## config.mk

```make
export PLATFORM = sky130hd
export DESIGN_NAME = rau_divider
export DESIGN_NICKNAME = d
export VERILOG_FILES = /design/src/design/rau_pkg.sv /design/src/design/rau_divider.sv
export SDC_FILE = /design/constraint.sdc
export NUM_CORES = 1
export LEC_CHECK = 0
export ABC_AREA = 1
export BUFFER_PORTS_ARGS = -buffer_cell sky130_fd_sc_hd__buf_2
export CAP_MARGIN = 20
export CORE_MARGIN = 10
export CORE_UTILIZATION = 52
export CTS_CLUSTER_SIZE = 25
export DETAILED_ROUTE_END_ITERATION = 6
export GPL_TIMING_DRIVEN = 0
export HOLD_SLACK_MARGIN = 0.15
export PLACE_DENSITY = 0.8
export SETUP_SLACK_MARGIN = 0.3
export SLEW_MARGIN = 20
export SYNTH_ARGS = -nofsm -noshare
export SYNTH_HDL_FRONTEND = slang
export SYNTH_SLANG_ARGS = --single-unit
export TNS_END_PERCENT = 100
```

## constraint.sdc

```tcl
create_clock -name clk -period 2.4 [get_ports clk]
set_input_delay 0.12 -clock clk [delete_from_list [all_inputs] [get_ports clk]]
set_output_delay 0.12 -clock clk [all_outputs]
set_load 0.1 [all_outputs]
```

## src/design/rau_pkg.sv

```systemverilog
// rau_pkg: shared types and constants for the rational arithmetic unit.
// No dependencies.
package rau_pkg;
	localparam int W = 32;
	localparam logic [1:0] MODE_ADD = 2'd0;
	localparam logic [1:0] MODE_SUB = 2'd1;
	localparam logic [1:0] MODE_MUL = 2'd2;
	localparam logic [1:0] MODE_DIV = 2'd3;
	localparam logic [1:0] ST_OK = 2'd0;
	localparam logic [1:0] ST_ZERO = 2'd1;
	localparam logic [1:0] ST_OVF = 2'd2;

	typedef struct packed {
		logic [1:0] mode;
		logic signed [W-1:0] a_num;
		logic signed [W-1:0] a_den;
		logic signed [W-1:0] b_num;
		logic signed [W-1:0] b_den;
	} in_word_t;

	typedef struct packed {
		logic signed [W-1:0] res_num;
		logic [W-2:0] res_den;
		logic [1:0] status;
	} out_word_t;
endpackage

```

## src/design/rau_divider.sv

```systemverilog
// rau_divider: shared 64-bit restoring divider, one quotient bit per cycle.
// Depends on rau_pkg.
module rau_divider import rau_pkg::*; (
	input logic clk,
	input logic arst_n,
	input logic start,
	input logic [63:0] dividend,
	input logic [63:0] divisor,
	output logic done,
	output logic [63:0] quot,
	output logic [63:0] rem
);
	logic [6:0] cnt_q;
	logic busy_q;
	logic [63:0] q_q, r_q, d_q;
	logic [64:0] trial;
	logic [64:0] sh;

	assign sh = {r_q, q_q[63]};
	assign trial = sh - {1'b0, d_q};
	assign quot = q_q;
	assign rem = r_q;

	always_ff @(posedge clk or negedge arst_n) begin
		if (!arst_n) begin
			busy_q <= 1'b0;
			cnt_q <= '0;
			done <= 1'b0;
		end else begin
			done <= 1'b0;
			if (start) begin
				busy_q <= 1'b1;
				cnt_q <= 7'd0;
			end else if (busy_q) begin
				cnt_q <= cnt_q + 7'd1;
				if (cnt_q == 7'd63) begin
					busy_q <= 1'b0;
					done <= 1'b1;
				end
			end
		end
	end

	always_ff @(posedge clk) begin
		if (start) begin
			q_q <= dividend;
			r_q <= '0;
			d_q <= divisor;
		end else if (busy_q) begin
			if (!trial[64]) begin
				r_q <= trial[63:0];
				q_q <= {q_q[62:0], 1'b1};
			end else begin
				r_q <= sh[63:0];
				q_q <= {q_q[62:0], 1'b0};
			end
		end
	end
endmodule

```

* After elaboration in Yosys (flattened, before gate mapping)
Index checks and enable logic that the tools add are counted.
** Storage, ports and cells
- Register bits after elaboration :: 201
- Input bits :: 131
- Output and inout port bits :: 129
- Logic and storage cells :: 22
** Cells by class
- $add $sub $neg :: 2
- Eq/ne operators :: 1
- Muxes and demuxes :: 12
- Reduce and logical (&&, ||, !) cells :: 1
** Operators by type and width (number)
- $mux 64 :: 3
- $sub 65x64->65 :: 1
- $mux 7 :: 2
- $add 7x1->7 const B :: 1
- $eq 7x6->1 const B :: 1
- $mux 1 :: 7
- $reduce_bool 2->1 :: 1

* Depth between registers and ports, before layout
Gate-level depths: netlist of run 1.
- Depth in word-level cells :: 4
- Depth in mapped cells :: 21
- Mapped depth without buffers :: 19

* Worst setup path after synthesis of run 1
OpenSTA, ideal clock, no wires.
- Path kind :: register -> register
- From :: reg q_q[63] (netlist: quot[63])
- To :: reg q_q[0] (netlist: quot[0]), data pin
- Library setup time :: 266 ps
- Data arrival time :: 3033 ps
- Data required time :: 2134 ps
- Setup slack :: -899 ps
- Stages on the path, launching flop included :: 20
- Path buffers :: 2
- Period minus slack after synthesis :: 3299 ps
- Cell sequence :: edfxtp_1 inv_1 ha_1 fa_1 inv_1 nand2_1 nand2_1 nand3_1 nand2_2 nand2_2 nand2_2 nand2_1 nand2_2 nand2_2 nand2_2 nand2_1 nand2_2 buf_12 buf_6 o21ai_1
** On the way
- Longest elaborated chain between the ends :: 4
** RTL lines
- start: declaration :: RTL line rau_divider.sv:15 : logic [63:0] q_q, r_q, d_q;
- start signal: assignment :: RTL line rau_divider.sv:46 : q_q <= dividend;
- start signal: assignment :: RTL line rau_divider.sv:52 : q_q <= {q_q[62:0], 1'b1};
- start signal: assignment :: RTL line rau_divider.sv:55 : q_q <= {q_q[62:0], 1'b0};
- $sub 65x64->65 :: RTL line rau_divider.sv:20 : assign trial = sh - {1'b0, d_q};
- $mux 1 :: RTL line rau_divider.sv:50 : if (!trial[64]) begin
- $mux 64 :: RTL line rau_divider.sv:49 : end else if (busy_q) begin
- $mux 64 :: RTL line rau_divider.sv:45 : if (start) begin
Every way passes these cells. The select of a mux whose other input is x is not followed.
A chain may end at the register's enable or synchronous reset.

* Worst setup path in the final report of run 1
- From :: reg d_q[0]
- To :: reg r_q[17] (netlist: rem[17])
** On the way
- Longest elaborated chain between the ends :: 2
** RTL lines
- start: declaration :: RTL line rau_divider.sv:15
- start signal: assignment :: RTL line rau_divider.sv:48 : d_q <= divisor;
- $sub 65x64->65 :: RTL line rau_divider.sv:20
- $mux 64 :: RTL line rau_divider.sv:50
- end signal: assignment :: RTL line rau_divider.sv:51 : r_q <= trial[63:0];
- end signal: assignment :: RTL line rau_divider.sv:54 : r_q <= sh[63:0];
- end: declaration :: RTL line rau_divider.sv:15
Every way passes these cells.

==> results of run 1 <==
==> Yosys cell counts (all sizes together) (8+ instances only) <==
master,count
nand3,126
edfxtp,128
o21ai,16
buf,21
xnor2,26
nor2,119
clkbuf,22
nand3b,8
a21oi,52
dfxtp,64
dfrtp,9
inv,504
nor3,12
ha,65
nand4,10
nand2,1102
==> timing repair <==
item | CTS | global route
hold buffers | 132 | 0
endpoints found under the hold margin | 168 | 0
pin swaps | 13 | 57
gates cloned | 1 | 6
gates resized for setup | 72 | 162
setup endpoints to repair | 113 | 65
setup buffers | 19 | 19
==> path summary, 6_finish.rpt <==
path / start / end / cells past startpoint
setup / recovery: d_q[0] / rem[17] / 21
hold / removal: divisor[12] / d_q[12] / 2
setup reg to reg: d_q[0] / rem[17] / 21
hold reg to reg: cnt_q[6] / done / 1
max in group asynchronous: arst_n / cnt_q[3] / 3
min in group asynchronous: arst_n / done / 3
==> through the flow <==
step           instances  worst slack [ps]  area, µm²  hold WS (ps)
2_1_floorplan       2302            -706.4      14930        -175.6
3_3_place_gp        2939             -1344      16700        -18.99
3_5_place_dp        2942            -685.0      16770        -11.93
4_1_cts             3136            -246.8      19340         261.0
5_1_grt             3162            -475.2      20330         301.7
6_report            3162            -366.2      20330         286.8
==> registers in the layout, indices dropped and copies added, names as in the netlist <==
| signal | cells |
|---|---|
| done | 1 |
| busy_q | 1 |
| cnt_q | 7 |
| d_q | 64 |
| quot | 64 |
| rem | 64 |
==> layer usage <==
metal	GRT usage, %	vias to the layer above	part of all wire [%]
met5	0	-	0
met4	11.66	0	4.2
li1	-	7803	-
met1	35.35	7208	39
met3	6.707	139	8.7
met2	51.99	746	48
==> layout make-up <==
cell class                      instances  share of cell area (%)
Clock inverter                          9                  0.4862
Tap cell                              378                   2.327
Antenna cell                            1                 0.01231
Multi-Input combinational cell       1551                   40.36
Buffer                                 43                   1.785
Timing Repair Buffer                  439                   16.08
Sequential cell                       201                   26.35
Clock buffer                           33                   3.213
Inverter                              507                   9.380
==> cells by family after synthesis <==
kind of cell,count (synthesis)
AOI/OAI and AO/OA,71
xor gates and xnor gates,31
adders and majority gates,66
buffers and inverters,550
DFF,201
and+or+nand+nor,1383
==> power by group <==
group	internal, mW	switching, mW
clock	2.10	1.48
sequential	3.90	0.106
combinational	0.590	1.55
==> critical path, delay by kind of cell, from the launching register on <==
kind	cells	cell delay (ps)
buffers and inverters	4	530
flip-flops	1	420
adder cells (fa/ha/maj)	2	530
AND/OR/NAND/NOR	15	1140
==> summary.txt, run 1 <==
Antenna viol nets, final -> 0
Final setup vio count -> 65
VDD IR-drop max -> 0.6184 mV
DIE WIDTH -> 189.3 µm
FF+latch count, synth -> 201
CP Class -> flop to flop
First-pass GRT wire length -> 85.45 mm
Largest net degree at the start of global routing -> 34
Highest clock rate -> 361.5 MHz
Unrepaired setup endpoints after global routing -> yes
Worst-path clk slew -> 70 ps
Cell chain of the critical path -> ha_4 > fa_2 > inv_2 > nand2_2 > nand2_2 > nand3_2 > nand2_2 > nand2_2 > nand2_4 > nand2_4 > nand2_4 > nand2_4 > nand2_4 > nand2_4 > nand2_8 > buf_12 > buf_12 > clkbuf_16 > nand2_1 > nand3_1 > nand2_1
Slew @ Worst Pin -> 900.9 ps
Synth Net Count -> 2499
Ranking of synthesized cells by area -> nand2_1 (27%), edfxtp_1 (26%), inv_1 (12%)
Total congestion overflow -> 0
Fin crit period -> 2766 ps
Status -> finished, violations left
Port Buffer Count -> 259
Ys flop type -> edfxtp_1
Number of synthesis warnings -> 0
Slew Limit Fails -> 0
Routed via count -> 15896
Fillers -> 2190
TritonCTS clock tree -> built
DR WL/cell -> 18.34 µm
Htree depth -> 1
Full die area -> 35840 µm²
Yosys cell types -> 34
Failing checks -> setup timing
Most frequent CP cell -> nand2_4
Arrival @ worst endpoint -> 3180 ps
Slowest cell on the critical path -> edfxtp_1
Initial antenna violation count -> 1
Leakage power -> 11.24 nW
Post-Route WL -> 57.99 mm
Rel. slew slack -> 39.94%
# clock sinks -> 201
Worst setup SP type -> flop
Mux share of post-synthesis cell area -> 0%
Hold WC Path Type -> input port to flop
Adder-Cell Fraction of Synth Area -> 5.589%
Initial drt markers -> 1337
Row count -> 61
Data required, critical path -> 2820 ps
Syn avg cell area -> 6.477 µm²
Share of the synthesized area in the top cell type -> 26.59%
Clock Tree Buf Depth -> 3
Power Total -> 9.728 mW
Residual DRC -> 0
CTS buffer count -> 23
Register Area -> 5356 µm²
Largest fanout on the critical path -> 6
Detailed Routing Iterations Pass 1 -> 7
Clock Latency Late Sink -> 540 ps
Fin util -> 72.57%
Post-synthesis compound-gate area fraction -> 2.509%
Mapped cell area -> 14910 µm²
Tcrit/Tclk final -> 115.3%
Nets -> 2963
Post-DP HPWL -> 40.88 mm
Multi-input gate area -> 8205 µm²
Critical path endpoint category -> flop
Vias/cell -> 5.027
Commonest non-fill, non-tap cell in the layout -> nand2_1
Largest area contributor in the netlist -> nand2_1
Post-synth EDFFs -> 128
Largest family of logic cells by synthesized area -> simple AND/OR/NAND/NOR gates
Final hold viol count -> 0
Initial Util -> 53.23%
Worst R2R Setup Slack -> -370 ps
Simple logic cell fraction of the synthesized area -> 39.64%
Die H -> 189.3 µm
Synth Area in XOR/XNOR -> 1.821%
Max-cap violation count -> 0
Share of layout cells above drive strength 1 -> 22.39%
Clock Skew -> 24.26 ps
Max incr delay on CP -> 420 ps
Sequential cell area fraction in the yosys report -> 35.88%
Final TNS setup -> -16620 ps
Pwr dens -> 478.5 nW/µm²
Total GRT Usage -> 30.00%
Area of the core -> 28010 µm²
Setup ws final -> -366.2 ps
Most frequent cells in the layout -> nand2_1 (975), inv_1 (490), buf_2 (261), dlygate4sd3_1 (131), edfxtp_1 (128)
Number of global-route vias before repair -> 15648
Area growth syn-to-layout -> 36.35%
Share of async-settable or async-resettable flops after synthesis -> 4.478%
Routability Congestion -> 0.9819
IO Count -> 260
Gate Count Post-Synth -> 2302
Root Buffer -> clkbuf_16
Power figures use the tool's default switching activity.
==> run 2, diff against run 1 <==
Settings changed: TNS_END_PERCENT 100 to 5.
==> summary.txt, run 2 (synthesis gave the netlist of run 1 again) <==
Status -> finished, violations left (unchanged)
Failing checks -> setup timing (unchanged)
IO Count -> 260 (unchanged)
Total GRT Usage -> 30.69% (was 30.00%)
Number of global-route vias before repair -> 15728 (was 15648)
Detailed Routing Iterations Pass 1 -> 5 (was 7)
Slew @ Worst Pin -> 985.6 ps (was 900.9 ps)
Worst setup path endpoint -> rem[0] (was rem[17])
First-pass GRT wire length -> 87.50 mm (was 85.45 mm)
Setup ws final -> -344.5 ps (was -366.2 ps)
Nets -> 2944 (was 2963)
Highest clock rate -> 364.4 MHz (was 361.5 MHz)
DR WL/cell -> 17.94 µm (was 18.34 µm)
Routed via count -> 15752 (was 15896)
CTS buffer count -> 24 (was 23)
Worst setup SP type -> flop (unchanged)
TritonCTS clock tree -> built (unchanged)
Final TNS setup -> -16200 ps (was -16620 ps)
Total congestion overflow -> 0 (unchanged)
Initial Util -> 53.23% (unchanged)
Hold WC Path Type -> input port to flop (unchanged)
Final setup vio count -> 65 (unchanged)
Row count -> 61 (unchanged)
Worst R2R Setup Slack -> -340 ps (was -370 ps)
Largest fanout on the critical path -> 7 (was 6)
Worst Reg-to-Reg Cells -> 21 (unchanged)
Htree depth -> 1 (unchanged)
Initial drt markers -> 1143 (was 1337)
Area of the core -> 28010 µm² (unchanged)
Unrepaired setup endpoints after global routing -> yes (unchanged)
Largest net degree at the start of global routing -> 56 (was 34)
DIE WIDTH -> 189.3 µm (unchanged)
Residual DRC -> 0 (unchanged)
Cell Area, Placed -> 16750 µm² (was 16770 µm²)
Post-DP HPWL -> 41.60 mm (was 40.88 mm)
Clock Skew -> 13.52 ps (was 24.26 ps)
Final hold viol count -> 0 (unchanged)
Pwr dens -> 502.1 nW/µm² (was 478.5 nW/µm²)
Antenna viol nets, final -> 0 (unchanged)
# clock sinks -> 201 (unchanged)
Area growth syn-to-layout -> 31.10% (was 36.35%)
Reg-to-reg startpoint -> d_q[0] (unchanged)
Clock Latency Late Sink -> 550 ps (was 540 ps)
Commonest non-fill, non-tap cell in the layout -> nand2_1 (unchanged)
Rel. slew slack -> 34.30% (was 39.94%)
Clock Tree Buf Depth -> 3 (unchanged)
Arrival @ worst endpoint -> 3180 ps (about the same)
Initial antenna violation count -> 0 (was 1)
CP Class -> flop to flop (unchanged)
Worst-path clk slew -> 60 ps (was 70 ps)
Full die area -> 35840 µm² (unchanged)
Fin crit period -> 2745 ps (was 2766 ps)
Max-cap violation count -> 0 (unchanged)
Port Buffer Count -> 259 (unchanged)
Die H -> 189.3 µm (unchanged)
Worst slack, placed -> -763.7 ps (was -685.0 ps)
Fillers -> 2300 (was 2190)
Routability Congestion -> 1.021 (was 0.9819)
Data required, critical path -> 2830 ps (was 2820 ps)
Most frequent cells in the layout -> nand2_1 (1026), inv_1 (492), buf_2 (263), dlygate4sd3_1 (131), edfxtp_1 (128) (was nand2_1 (975), inv_1 (490), buf_2 (261), dlygate4sd3_1 (131), edfxtp_1 (128))
Reg2Reg Capture Point -> rem[0] (was rem[17])
Share of layout cells above drive strength 1 -> 18.26% (was 22.39%)
Slew Limit Fails -> 0 (unchanged)
Crit. Startpoint -> d_q[0] (unchanged)
Tcrit/Tclk final -> 114.4% (was 115.3%)
Critical path endpoint category -> flop (unchanged)
Root Buffer -> clkbuf_16 (unchanged)
VDD IR-drop max -> 0.6014 mV (was 0.6184 mV)
Leakage power -> 11.02 nW (was 11.24 nW)
Post-Route WL -> 56.41 mm (was 57.99 mm)
Vias/cell -> 5.010 (was 5.027)
Power Total -> 9.815 mW (was 9.728 mW)
Final Cell Area -> 19550 µm² (was 20330 µm²)
-- run 2: changes by cell type in the layout (fill, tap and decap cells not counted), moves of 12 or more --
cell and delta:
ha_1 +14, ha_4 -14, nand2_2 -37, nand3_2 -18
nand2_4 -12, nand2_1 +51, nand3_1 +19
-- run 2: layout make-up --
class                           count  area [µm²]  share of cell area, %
Inverter                          507        1906                  9.749
Timing Repair Buffer              419        3007                  15.38
Sequential cell                   201        5355                  27.40
Tap cell                          378       473.0                  2.420
Antenna cell                        1       2.502                0.01280
Clock inverter                     11       127.6                 0.6529
Multi-Input combinational cell   1551        7645                  39.11
Buffer                             43       346.6                  1.773
Clock buffer                       33       684.4                  3.501
-- run 2: metal layers --
layer  global-route usage, %  up-vias  wire (µm)
li1                        -     7766          -
met1                   35.81     7182      22330
met2                   52.98      687      26900
met3                   7.277      117       4704
met4                   12.67        0       2464
met5                       0        -          0
-- run 2: how the worst min path moves through the flow --
stage	start	endpoint	slack (ps)	depth (start not counted)
6_report	divisor[62]	d_q[62]	280	2
5_1_grt	divisor[51]	d_q[51]	280	2
4_1_cts	divisor[10]	d_q[10]	250	2
3_5_place_dp	arst_n	done	-20	1
3_3_place_gp	arst_n	done	-20	1
2_1_floorplan	arst_n	busy_q	-180	0
-- run 2: timing repair --
item,in CTS,in global routing
pin swaps,10,26
cloned,4,0
setup endpoints to repair,120,65
hold buffers,132,0
setup buffers,20,2
hold endpoints to repair,168,0
resized for setup,57,38
-- run 2: power by group --
part	internal, mW	switching (mW)	total, mW
clock network	2.21	1.54	3.76
registers	3.90	0.106	4.00
logic	0.554	1.50	2.05
-- run 2: worst max-delay path: stages, from the launching register on --
cell and delay (ps):
edfxtp_1 420, ha_4 190, fa_2 350, inv_2 70, nand2_1 50, nand2_1 70
nand3_2 80, nand2_2 110, nand2_2 70, nand2_4 80, nand2_2 60, nand2_2 90
nand2_4 90, nand2_4 120, nand2_4 60, nand2_4 100, buf_12 200, buf_12 130
buf_16 130, nand2_4 50, nand3_2 50, nand2_1 70
-- run 2: per-stage QoR --
stage / hold WS [ps] / cells / util, %
after floorplan: -175.6 / 2302 / -
after global placement: -21.85 / 2939 / 59.61
after detailed placement: -22.52 / 2941 / 59.80
after CTS: 253.5 / 3141 / 69.31
after global routing: 278.8 / 3143 / 69.77
final: 281.9 / 3144 / 69.78
